## src/rtl/fmtpg_pkg.sv

```systemverilog
// ----------------------------------------------------------------------------
// Fader and mute test pattern generator package
// Shared sizes, register map, reset values and arithmetic helpers.
// ----------------------------------------------------------------------------
package fmtpg_pkg;

  // Channel counts, each from 1 to 32.
  localparam int FADER_COUNT = 16;
  localparam int MUTE_COUNT  = 16;

  // Fader ramp memory addressing.
  localparam int FADER_AW = (FADER_COUNT > 1) ? $clog2(FADER_COUNT) : 1;

  // Results per item and the slot counter that walks all channels.
  localparam int MAX_RESULTS = 32;
  localparam int SLOT_W      = 7;

  // Configuration port.
  localparam int ADDR_W = 4;
  localparam int DATA_W = 32;

  // Register indexes on the configuration port.
  localparam logic [1:0] REG_FADER_PERIOD = 2'd0;
  localparam logic [1:0] REG_MUTE_PERIOD  = 2'd1;
  localparam logic [1:0] REG_RAMP_STEP    = 2'd2;

  // Reset values.
  localparam logic [15:0] FADER_PERIOD_RST = 16'd40;
  localparam logic [15:0] MUTE_PERIOD_RST  = 16'd100;
  localparam logic [16:0] RAMP_STEP_RST    = 17'd3277;
  localparam logic [31:0] NOISE_SEED       = 32'h0000_5EED;

  // Fixed point constants.
  localparam logic [16:0] Q16_ONE   = 17'd65536;
  localparam logic [16:0] TIMER_MAX = 17'h1FFFF;

  // Result kinds.
  localparam logic KIND_FADER = 1'b0;
  localparam logic KIND_MUTE  = 1'b1;

  // One step of the xorshift32 generator.
  function automatic logic [31:0] xorshift32(input logic [31:0] x);
    logic [31:0] a;
    logic [31:0] b;
    begin
      a = x ^ (x << 13);
      b = a ^ (a >> 17);
      return b ^ (b << 5);
    end
  endfunction

endpackage

```

## src/rtl/fader_mute_test_pattern_generator_core.sv

```systemverilog
// ----------------------------------------------------------------------------
// Fader and mute test pattern generator
// Emits fader level ramps and pseudo-random mute states on millisecond ticks.
// ----------------------------------------------------------------------------
// Each input transfer reports the milliseconds since the previous one. The
// first transfer after reset only arms the timers. When the fader period
// has elapsed, every fader ramp advances and one level result per fader is
// sent; when the mute period has elapsed, one mute result per mute channel
// follows. The final result of a transfer has last set. An item is accepted,
// its timers are checked, and then the slot sequencer issues one fader or mute
// channel per cycle while the output does not stall, into a four-stage pipeline
// (ramp memory read, ramp update and write-back, multiply, level rounding),
// which then drains before the next item is taken. The ramps live in a small
// memory whose entries read as zero until first written.
module fader_mute_test_pattern_generator_core (
  input  logic                          clk,
  input  logic                          rst,
  // Configuration port
  input  logic                          psel,
  input  logic                          penable,
  input  logic                          pwrite,
  input  logic [fmtpg_pkg::ADDR_W-1:0]  paddr,
  input  logic [fmtpg_pkg::DATA_W-1:0]  pwdata,
  output logic [fmtpg_pkg::DATA_W-1:0]  prdata,
  output logic                          pready,
  // Input channel
  input  logic                          in_valid,
  output logic                          in_stall,
  input  logic [15:0]                   elapsed_ms,
  // Output channel
  output logic                          out_valid,
  input  logic                          out_stall,
  output logic                          kind,
  output logic [4:0]                    channel,
  output logic [16:0]                   level,
  output logic                          muted,
  output logic                          last
);

  import fmtpg_pkg::*;

  typedef enum logic [3:0] {
    ST_IDLE  = 4'b0001,
    ST_TIMER = 4'b0010,
    ST_RUN   = 4'b0100,
    ST_DRAIN = 4'b1000
  } state_t;

  // Configuration registers.
  logic [15:0] fader_period_ms;
  logic [15:0] mute_period_ms;
  logic [16:0] ramp_step;
  logic        cfg_write;

  // Control state.
  state_t      state;
  logic        first_item;
  logic [16:0] fader_timer;
  logic [16:0] mute_timer;
  logic [31:0] noise_state;
  logic [SLOT_W-1:0] slot;
  logic [SLOT_W-1:0] fader_slots;
  logic [SLOT_W-1:0] total_slots;
  logic [SLOT_W-1:0] last_slot;
  logic [FADER_COUNT-1:0] ramp_valid;

  // Timer arithmetic.
  logic [17:0] fader_sum;
  logic [17:0] mute_sum;
  logic        fader_fire;
  logic        mute_fire;
  logic [SLOT_W-1:0] fader_slots_next;
  logic [SLOT_W-1:0] total_slots_next;

  // Pipeline stages.
  logic        adv;
  logic        issue;
  logic        issue_kind;
  logic [SLOT_W-1:0] mute_index;
  logic [4:0]  issue_channel;
  logic        s1_valid;
  logic        s1_kind;
  logic        s1_keep;
  logic        s1_last;
  logic [4:0]  s1_channel;
  logic        s1_ramp_valid;
  logic        s2_valid;
  logic        s2_kind;
  logic        s2_last;
  logic [4:0]  s2_channel;
  logic signed [17:0] s2_ramp;
  logic        s2_muted;
  logic        s3_valid;
  logic        s3_kind;
  logic        s3_last;
  logic [4:0]  s3_channel;
  logic signed [35:0] s3_prod;
  logic        s3_muted;

  // Ramp memory.
  logic [17:0] ram_rdata;
  logic        ram_we;
  logic signed [17:0] ramp_cur;
  logic signed [18:0] ramp_sum;
  logic signed [18:0] ramp_wrapped;
  logic signed [17:0] ramp_new;
  logic [31:0] noise_next;

  // Level arithmetic.
  logic [16:0] ramp_abs;
  logic [16:0] one_minus;
  logic signed [37:0] level_acc;
  logic [17:0] level_raw;
  logic [16:0] level_sat;

  // --------------------------------------------------------------------------
  // Configuration port: writes take effect at the access phase.
  assign pready    = 1'b1;
  assign cfg_write = psel && penable && pwrite;

  always_ff @(posedge clk) begin
    if (rst) begin
      fader_period_ms <= FADER_PERIOD_RST;
      mute_period_ms  <= MUTE_PERIOD_RST;
      ramp_step       <= RAMP_STEP_RST;
    end else if (cfg_write) begin
      case (paddr[3:2])
        REG_FADER_PERIOD: fader_period_ms <= pwdata[15:0];
        REG_MUTE_PERIOD:  mute_period_ms  <= pwdata[15:0];
        REG_RAMP_STEP:    ramp_step       <= pwdata[16:0];
        default: ;
      endcase
    end
  end

  always_comb begin
    case (paddr[3:2])
      REG_FADER_PERIOD: prdata = {16'd0, fader_period_ms};
      REG_MUTE_PERIOD:  prdata = {16'd0, mute_period_ms};
      REG_RAMP_STEP:    prdata = {15'd0, ramp_step};
      default:          prdata = '0;
    endcase
  end

  // --------------------------------------------------------------------------
  // Timer accumulation with saturation, then the period check in the timer state.
  assign fader_sum  = {1'b0, fader_timer} + {2'b00, elapsed_ms};
  assign mute_sum   = {1'b0, mute_timer} + {2'b00, elapsed_ms};
  assign fader_fire = fader_timer >= {1'b0, fader_period_ms};
  assign mute_fire  = mute_timer >= {1'b0, mute_period_ms};

  assign fader_slots_next = fader_fire ? SLOT_W'(FADER_COUNT) : '0;
  assign total_slots_next = fader_slots_next + (mute_fire ? SLOT_W'(MUTE_COUNT) : '0);

  // --------------------------------------------------------------------------
  // Sequencer: accepts an item, checks the timers, then issues one slot per
  // cycle while the pipeline advances.
  assign in_stall = (state != ST_IDLE);
  assign adv      = !out_valid || !out_stall;
  assign issue    = (state == ST_RUN) && adv;

  always_ff @(posedge clk) begin
    if (rst) begin
      state       <= ST_IDLE;
      first_item  <= 1'b1;
      fader_timer <= '0;
      mute_timer  <= '0;
      slot        <= '0;
      fader_slots <= '0;
      total_slots <= '0;
      last_slot   <= '0;
    end else begin
      case (state)
        ST_IDLE: begin
          if (in_valid) begin
            if (first_item) begin
              first_item  <= 1'b0;
              fader_timer <= '0;
              mute_timer  <= '0;
            end else begin
              fader_timer <= fader_sum[17] ? TIMER_MAX : fader_sum[16:0];
              mute_timer  <= mute_sum[17] ? TIMER_MAX : mute_sum[16:0];
              state       <= ST_TIMER;
            end
          end
        end
        ST_TIMER: begin
          if (fader_fire) begin
            fader_timer <= fader_timer - {1'b0, fader_period_ms};
          end
          if (mute_fire) begin
            mute_timer <= mute_timer - {1'b0, mute_period_ms};
          end
          slot        <= '0;
          fader_slots <= fader_slots_next;
          total_slots <= total_slots_next;
          last_slot   <= (total_slots_next > SLOT_W'(MAX_RESULTS)) ?
                         SLOT_W'(MAX_RESULTS - 1) : total_slots_next - 1'b1;
          state       <= (total_slots_next == '0) ? ST_IDLE : ST_RUN;
        end
        ST_RUN: begin
          if (adv) begin
            slot <= slot + 1'b1;
            if (slot == total_slots - 1'b1) begin
              state <= ST_DRAIN;
            end
          end
        end
        ST_DRAIN: begin
          if (!s1_valid && !s2_valid && !s3_valid) begin
            state <= ST_IDLE;
          end
        end
        default: state <= ST_IDLE;
      endcase
    end
  end

  // Slot decode: faders come first, then mute channels.
  assign issue_kind    = (slot < fader_slots) ? KIND_FADER : KIND_MUTE;
  assign mute_index    = slot - fader_slots;
  assign issue_channel = (issue_kind == KIND_FADER) ? slot[4:0] : mute_index[4:0];

  // --------------------------------------------------------------------------
  // Ramp memory; an entry reads as zero until its first write-back.
  fmtpg_ram #(
    .WIDTH (18),
    .DEPTH (FADER_COUNT)
  ) u_ramp_ram (
    .clk   (clk),
    .we    (ram_we),
    .waddr (s1_channel[FADER_AW-1:0]),
    .wdata (ramp_new),
    .re    (issue),
    .raddr (slot[FADER_AW-1:0]),
    .rdata (ram_rdata)
  );

  // Stage 1 control: the slot that was just read.
  always_ff @(posedge clk) begin
    if (rst) begin
      s1_valid <= 1'b0;
    end else if (adv) begin
      s1_valid <= issue;
    end
  end

  always_ff @(posedge clk) begin
    if (issue) begin
      s1_kind       <= issue_kind;
      s1_channel    <= issue_channel;
      s1_keep       <= slot < SLOT_W'(MAX_RESULTS);
      s1_last       <= slot == last_slot;
      s1_ramp_valid <= ramp_valid[slot[FADER_AW-1:0]];
    end
  end

  // Stage 1 work: ramp advance with wrap, or one generator step.
  assign ramp_cur     = s1_ramp_valid ? signed'(ram_rdata) : '0;
  assign ramp_sum     = 19'(ramp_cur) + signed'({2'b00, ramp_step});
  assign ramp_wrapped = (ramp_sum > 19'sd65536) ? ramp_sum - 19'sd131072 : ramp_sum;
  assign ramp_new     = ramp_wrapped[17:0];
  assign ram_we       = adv && s1_valid && (s1_kind == KIND_FADER);
  assign noise_next   = xorshift32(noise_state);

  always_ff @(posedge clk) begin
    if (rst) begin
      ramp_valid  <= '0;
      noise_state <= NOISE_SEED;
    end else begin
      if (ram_we) begin
        ramp_valid[s1_channel[FADER_AW-1:0]] <= 1'b1;
      end
      if (adv && s1_valid && (s1_kind == KIND_MUTE)) begin
        noise_state <= noise_next;
      end
    end
  end

  // Stage 2: dropped slots leave the pipeline here.
  always_ff @(posedge clk) begin
    if (rst) begin
      s2_valid <= 1'b0;
    end else if (adv) begin
      s2_valid <= s1_valid && s1_keep;
    end
  end

  always_ff @(posedge clk) begin
    if (adv) begin
      s2_kind    <= s1_kind;
      s2_last    <= s1_last;
      s2_channel <= s1_channel;
      s2_ramp    <= ramp_new;
      s2_muted   <= noise_next[15];
    end
  end

  // Stage 3: product r * (1 - |r|) in Q0.32.
  assign ramp_abs  = s2_ramp[17] ? 17'(-s2_ramp) : s2_ramp[16:0];
  assign one_minus = Q16_ONE - ramp_abs;

  always_ff @(posedge clk) begin
    if (rst) begin
      s3_valid <= 1'b0;
    end else if (adv) begin
      s3_valid <= s2_valid;
    end
  end

  always_ff @(posedge clk) begin
    if (adv) begin
      s3_kind    <= s2_kind;
      s3_last    <= s2_last;
      s3_channel <= s2_channel;
      s3_prod    <= s2_ramp * signed'({1'b0, one_minus});
      s3_muted   <= s2_muted;
    end
  end

  // Level: 2p + 0.5 with half-LSB rounding, clamped to one.
  assign level_acc = (38'(s3_prod) <<< 1) + 38'sh0_8000_8000;
  assign level_raw = level_acc[33:16];
  assign level_sat = (level_raw > {1'b0, Q16_ONE}) ? Q16_ONE : level_raw[16:0];

  // --------------------------------------------------------------------------
  // Output register.
  always_ff @(posedge clk) begin
    if (rst) begin
      out_valid <= 1'b0;
    end else if (adv) begin
      out_valid <= s3_valid;
    end
  end

  always_ff @(posedge clk) begin
    if (adv) begin
      kind    <= s3_kind;
      channel <= s3_channel;
      level   <= (s3_kind == KIND_FADER) ? level_sat : '0;
      muted   <= (s3_kind == KIND_MUTE) ? s3_muted : 1'b0;
      last    <= s3_last;
    end
  end

  // --------------------------------------------------------------------------
  // Checks.
  a_idle_empty: assert property (@(posedge clk) disable iff (rst)
    (state == ST_IDLE) |-> (!s1_valid && !s2_valid && !s3_valid))
    else $error("Pipeline holds work while the sequencer is idle.");

  a_slot_range: assert property (@(posedge clk) disable iff (rst)
    (state == ST_RUN) |-> (slot < total_slots))
    else $error("Slot counter ran past the slot count.");

  a_issue_from_run: assert property (@(posedge clk) disable iff (rst)
    $rose(s1_valid) |-> $past(state == ST_RUN))
    else $error("A slot entered the pipeline outside the run state.");

  a_level_form: assert property (@(posedge clk) disable iff (rst)
    out_valid |-> ((level <= Q16_ONE) && ((kind == KIND_FADER) || (level == '0))
                   && ((kind == KIND_MUTE) || !muted)))
    else $error("Result fields do not match the result kind.");

endmodule

```

## src/rtl/fmtpg_ram.sv

```systemverilog
// ----------------------------------------------------------------------------
// Generic single-port-write RAM
// One write port and one read port with registered read data.
// ----------------------------------------------------------------------------
module fmtpg_ram #(
  parameter int WIDTH = 8,
  parameter int DEPTH = 16
) (
  input  logic                                      clk,
  input  logic                                      we,
  input  logic [((DEPTH > 1) ? $clog2(DEPTH) : 1)-1:0] waddr,
  input  logic [WIDTH-1:0]                          wdata,
  input  logic                                      re,
  input  logic [((DEPTH > 1) ? $clog2(DEPTH) : 1)-1:0] raddr,
  output logic [WIDTH-1:0]                          rdata
);

  logic [WIDTH-1:0] mem [DEPTH];

  // The write lands in the array; the read data register holds when re is low.
  always_ff @(posedge clk) begin
    if (we) begin
      mem[waddr] <= wdata;
    end
    if (re) begin
      rdata <= mem[raddr];
    end
  end

endmodule
```

## config.mk

```make
export PLATFORM = sky130hd
export DESIGN_NAME = fader_mute_test_pattern_generator_core
export DESIGN_NICKNAME = d
export VERILOG_FILES = /design/src/rtl/fmtpg_pkg.sv /design/src/rtl/fader_mute_test_pattern_generator_core.sv /design/src/rtl/fmtpg_ram.sv
export SDC_FILE = /design/constraint.sdc
export NUM_CORES = 2
export LEC_CHECK = 0
export ABC_AREA = 1
export BUFFER_PORTS_ARGS = -buffer_cell sky130_fd_sc_hd__buf_2
export CAP_MARGIN = 30
export CORE_MARGIN = 5
export CORE_UTILIZATION = 35
export CTS_BUF_LIST = sky130_fd_sc_hd__clkbuf_4 sky130_fd_sc_hd__clkbuf_8
export DETAILED_ROUTE_END_ITERATION = 8
export HOLD_SLACK_MARGIN = 0.15
export PLACE_DENSITY_LB_ADDON = 0.15
export SLEW_MARGIN = 30
export SYNTH_ARGS = -nofsm -noshare
export SYNTH_HDL_FRONTEND = slang
export SYNTH_SLANG_ARGS = --single-unit
```

## constraint.sdc

```tcl
create_clock -name clk -period 15.65 [get_ports clk]
set_input_delay 3.13 -clock clk [delete_from_list [all_inputs] [get_ports clk]]
set_output_delay 3.13 -clock clk [all_outputs]
set_load 0.02 [all_outputs]
```

Word level (Yosys, flattened, before mapping)
Memory sizes are Yosys's and may differ from the RTL's. A register that Yosys moved wholly into a read port is not among the register bits. Index checks and enable logic that the tools add are counted.

Register bits after elaboration: 267. RAM bits: 288. Input port bits: 59. Output and inout port bits: 60. Logic and storage cells: 149. Memories: 1.

Add/subtract/negate cells: 14. Multipliers: 1. $lt $le $gt $ge: 10. Eq/ne operators: 16. Multiplexer cells: 35. Bitwise gates (word level): 5. Reduce and logical (&&, ||, !) cells: 29.

Memories: u_ramp_ram.mem (words 16, bits a word 18, rd ports 1, clocked after Yosys merged registers in 1, wr ports 1, RTL line fmtpg_ram.sv:18) `logic [WIDTH-1:0] mem [DEPTH];`.

Operator list (number): $mux W17 (10); $pmux W17 S2 (2); $xor A32 B32 Y32 (2); $pmux W17 S3 (1); $add A17 B16 Y18 (2); $mux W18 (2); $add A34 B33 Y34 const B (1); $ge A17 B16 Y1 (2); $sub A17 B16 Y17 (2); $mul A18 B18 Y33 (1); $xor A32 B15 Y32 (1); $mux W4 (5); $add A18 B18 Y19 (1); $gt A19 B18 Y1 const B (1); $gt A18 B17 Y1 const B (1); $sub A18 B18 Y18 const B (1); $neg A17 Y17 (1); $sub A17 B17 Y17 const A (1); $or A16 B16 Y16 (1); $pmux W4 S4 (1); $mux W5 (3); $eq A7 B7 Y1 (2); $mux W7 (2); $pmux W7 S2 (1); other kinds (34) (63).

Depth between registers and ports, before layout
Depth in word-level cells: 6. Gate-level depth with buffers: 41. Mapped depth without buffers: 40.

Hierarchy
Synthesis repeated with hierarchy kept, for this count alone.

Cell total of the unflattened synthesis: 4567. Area, all modules: 39012.4 sq um.

By module, submodules not included: fader_mute_test_pattern_generator_core (times used 1, cells an instance 3364, area each 26070.0 sq um, sequential area each 5675.4 sq um); fmtpg_ram (times used 1, cells an instance 1203, area each 12942.4 sq um, sequential area each 9188.8 sq um).

Worst setup path after synthesis
OpenSTA, ideal clock, no wires.

Kind: input -> register. Start point: input out_stall. End point: register slot[6]. Setup time: 95 ps. Arrival: 7513 ps. Data required time: 15555 ps. Setup slack: 8042 ps. Stages on the path: 9. Path buffers: 0. Cell sequence: nand2_1 -> inv_1 -> nor2_1 -> inv_1 -> nand2_1 -> nand2_1 -> nor3_1 -> nand2_1 -> a221oi_1.

Cells in the longest elaborated chain, start to end: 4.

RTL lines: from (decl) (RTL line fader_mute_test_pattern_generator_core.sv:32) `input logic out_stall,`; $logic_not A1 Y1 (RTL line fader_mute_test_pattern_generator_core.sv:159) `assign adv = !out_valid || !out_stall;`; $logic_or A1 B1 Y1 (RTL line fader_mute_test_pattern_generator_core.sv:159); $ne A2 B2 Y1 (no source line); $reduce_and A2 Y1 (no source line); to (signal assigned) (RTL line fader_mute_test_pattern_generator_core.sv:203) `slot <= slot + 1'b1;`; to (decl) (RTL line fader_mute_test_pattern_generator_core.sv:61) `logic [SLOT_W-1:0] slot;`.

Every way passes these cells. A chain may end at the register's enable or synchronous reset.

Worst setup path in the final report
Start point: register s2_ramp[2]. End point: register s3_prod[31] (data pin).

Cells in the longest elaborated chain, start to end: 4.

RTL lines: from (decl) (RTL line fader_mute_test_pattern_generator_core.sv:91) `logic signed [17:0] s2_ramp;`; from (signal assigned) (RTL line fader_mute_test_pattern_generator_core.sv:294) `s2_ramp <= ramp_new;`; $neg A17 Y17 (RTL line fader_mute_test_pattern_generator_core.sv:300) `assign ramp_abs = s2_ramp[17] ? 17'(-s2_ramp) : s2_ramp[16:0];`; $mux W17 (RTL line fader_mute_test_pattern_generator_core.sv:300); $sub A17 B17 Y17 (RTL line fader_mute_test_pattern_generator_core.sv:301) `assign one_minus = Q16_ONE - ramp_abs;`; $mul A18 B18 Y33 (*) (RTL line fader_mute_test_pattern_generator_core.sv:316) `s3_prod <= s2_ramp * signed'({1'b0, one_minus});`; to (signal assigned) (RTL line fader_mute_test_pattern_generator_core.sv:316); to (decl) (RTL line fader_mute_test_pattern_generator_core.sv:97) `logic signed [35:0] s3_prod;`.

Every way passes the cells marked *; elsewhere a longest branch is shown, timed or not.

==> results.txt <==
DRC Markers -> 0
Vias -> 28.50k
Buf+Inv Stages, Crit Path -> 5
DIE WIDTH -> 337.7 µm
Leakage -> 18.40 nW
Fin cells -> 5726
Final nets -> 4763
Area of the multi-input gates -> 0.01960 mm²
Pre-CTS setup slack -> 6.662 ns
Power per cell area -> 183.8 mW/mm²
Commonest cells in the netlist -> 642 x nand2_1, 639 x inv_1, 527 x nor2_1
Fillers -> 10.90k
Core area -> 0.1069 mm²
Hold Path Stages -> 0
Tcrit/Tclk final -> 0.5772
Met2 Usage GRT -> 0.3132
Fmax achieved -> 110.7 MHz
Number of flops mapped to enable cells by yosys -> 393
Post-Synthesis Cells -> 4165
Busiest layer in global routing -> met2
WS Path Type -> reg2reg
Maximum fanout along the worst path -> 16
Synth-to-Final Area Change -> 10.57%
Congestion Overflow GR -> 0
Min cycle time layout -> 9.034 ns
Dpl hpwl -> 78790 µm
Routability cong. -> 0.8721
Starting Density -> 0.3515
Most common cell in the netlist -> nand2_1
Slew Limit Fails -> 0
Global-route track usage on met1 -> 0.2609
Worst hold endpoint -> s3_channel[3]
CP Data Arrival Time -> 9.46 ns
1st-pass router iterations -> 7
Total power -> 7.635 mW
Slew margin rel. -> 0.3491
Clock Tree Root -> clkbuf_8
Launch point of the worst reg-to-reg path -> s2_ramp[2]
Register area -> 0.01487 mm²
Slowest CP cell -> edfxtp_1
CTS tree -> done
Post-layout util -> 0.3886
Most numerous cell on the critical path -> nand2_1
Outcome -> completed
Max-Cap Viols -> 0
Global-route wire length before repair -> 167000 µm
Initial antenna violation count -> 7
Final WL -> 110000 µm
Hold slack -> 0.4208 ns
Post-route cell area -> 0.04154 mm²
Share of the synthesized area in the top cell type -> 0.3141
Maximum clock insertion buffer count -> 3
IO Port Bufs -> 85
Largest net degree at the start of global routing -> 83
Type of the worst min-delay path -> reg2reg
Post-cts resize count -> 0
Placed cell count -> 5547
DRC marker count from the first detailed-route iteration -> 1857
Placed inst area -> 0.03949 mm²
GR Util All Layers -> 0.1903
Avg Cell Area, Syn -> 9.022 µm²
Vias in the first global route -> 27.98k
Hold_sp -> s2_channel[3]
Hold_buf cts -> 0
Total number of H-tree levels -> 3
RSZ-0062 raised after global routing -> no
Sequential cell area fraction in the yosys report -> 0.3956
Area contributors post-synth -> edfxtp_1 31%, fa_1 16%, dfxtp_1 8.2%
VDD IR max -> 0.0002331 V
Synth Register Bits -> 546
Reg2reg end -> s3_prod[31]
R2R cell count -> 33
Grt met3 use -> 0.02832
Netlist cell types -> 58
Synthesized cell area -> 0.03757 mm²
Main synth FF type -> edfxtp_1
Synth warn -> 0
Setup crit end kind -> register
Via density -> 4.977
FFs w/ async S/R, synth -> 0
Crit path largest cell delay -> 0.78 ns
Clock slew at reported path FFs -> 0.06 ns
Die Area -> 0.1140 mm²
Number of placed I/O pins -> 119
Setup bufs post-CTS -> 0
Clock Sink Count -> 546
Row count -> 120
DR WL/cell -> 19.20 µm
Final-report hold violation count -> 0
Total CTS buffers -> 94
TNS Setup -> 0 ns
Die boundary height -> 337.7 µm
Clk_lat worst skew -> 0.74 ns
Reg-to-reg slack, setup -> 6.62 ns
Tightest Pin Transition -> 0.9764 ns
Share of cells above drive strength 1 -> 0.08519
Post-synth top area cell -> edfxtp_1
Final WS setup -> 6.616 ns
Final Setup Violations -> 0
Worst EP required -> 16.08 ns
Routed Antenna Nets -> 0
Worst Clk Skew -> 0.06439 ns
Crit start category -> register
Top Family by Delay on Critical Path -> adder cells
[power breakdown]
group	switching, mW	internal, mW
logic	2.76	1.58
clock network	0.627	0.764
registers	0.0967	1.80
total	3.49	4.15
[registers in the layout, indices dropped and copies added (netlist names), 4 cells and up]
register,flops
s2_channel,5
channel,5
mute_period_ms,16
s2_ramp,18
slot,7
s3_prod,19
s3_channel,5
level,17
u_ramp_ram.rdata,18
fader_timer,17
u_ramp_ram.mem,288
noise_state,32
ramp_valid,16
mute_timer,17
state,4
s1_channel,5
fader_period_ms,16
ramp_step,17
[area by class of cell]
| cell class | instances | area share |
|---|---|---|
| antenna | 3 | 0.0001807 |
| tap | 1403 | 0.04225 |
| timing repair buffer | 131 | 0.01912 |
| inverter | 658 | 0.05960 |
| clock inverter | 44 | 0.009156 |
| multi-input combinational | 2809 | 0.4718 |
| clock buffer | 132 | 0.03997 |
| sequential | 546 | 0.3579 |
[cells in the final DEF (no fill, tap or decap), types with 4 or more instances in the layout]
master       n
nand3_2      5
o21ai_0    350
nand2_1    641
clkbuf_4    25
conb_1      16
a31oi_1     19
nand2_2      7
a22oi_1      7
nand3b_1     7
fa_1       294
edfxtp_1   393
o211ai_1    22
clkinv_1    19
clkbuf_8   107
nand3_1    125
o21bai_1    31
buf_4       44
xor2_1     100
ha_1       170
clkinv_2    18
nand4_1     23
a21oi_1    210
nor2_2      32
inv_2       17
xnor2_1     61
nor2_1     508
dfxtp_1    151
bufinv_16    4
o31ai_1      6
o221ai_1    40
inv_1      635
a21o_1      15
buf_2       85
nor3_1      29
o22ai_1     54
[worst reg2reg max path: cells and delay by family, from the launching register on]
family,cells,cell delay [ns]
flops,1,0.78
fa+ha+maj,7,3.35
buf+inv,5,0.72
compound gates,3,1.15
simple gates,18,2.74
[worst max-delay path by stage]
stage               cells after the start  startpoint           to
finish                                 33  s2_ramp[2]  s3_prod[31]
global route                           33  s2_ramp[2]  s3_prod[31]
CTS                                    34  s2_ramp[0]  s3_prod[31]
global placement                       32  s2_ramp[0]  s3_prod[31]
floorplan                               9   out_stall      slot[6]
detailed placement                     33  s2_ramp[2]  s3_prod[31]
[logic make-up after synthesis]
group | count (synthesis) | synth area share
AO/OA/AOI/OAI | 776 | 0.1169
XOR/XNOR | 161 | 0.03753
adder cells (fa/ha/maj) | 464 | 0.2132
buffers and inverters | 824 | 0.08574
flip-flops | 546 | 0.3956
other | 2 | 0.0001999
AND/OR/NAND/NOR | 1392 | 0.1508
[layer usage]
layer / wire length, µm / part of all wire
met3: 5379 / 0.049
met1: 50260 / 0.46
met4: 3288 / 0.030
met5: 35 / 0.00032
met2: 51000 / 0.46
(Power assumes the default switching activity.)
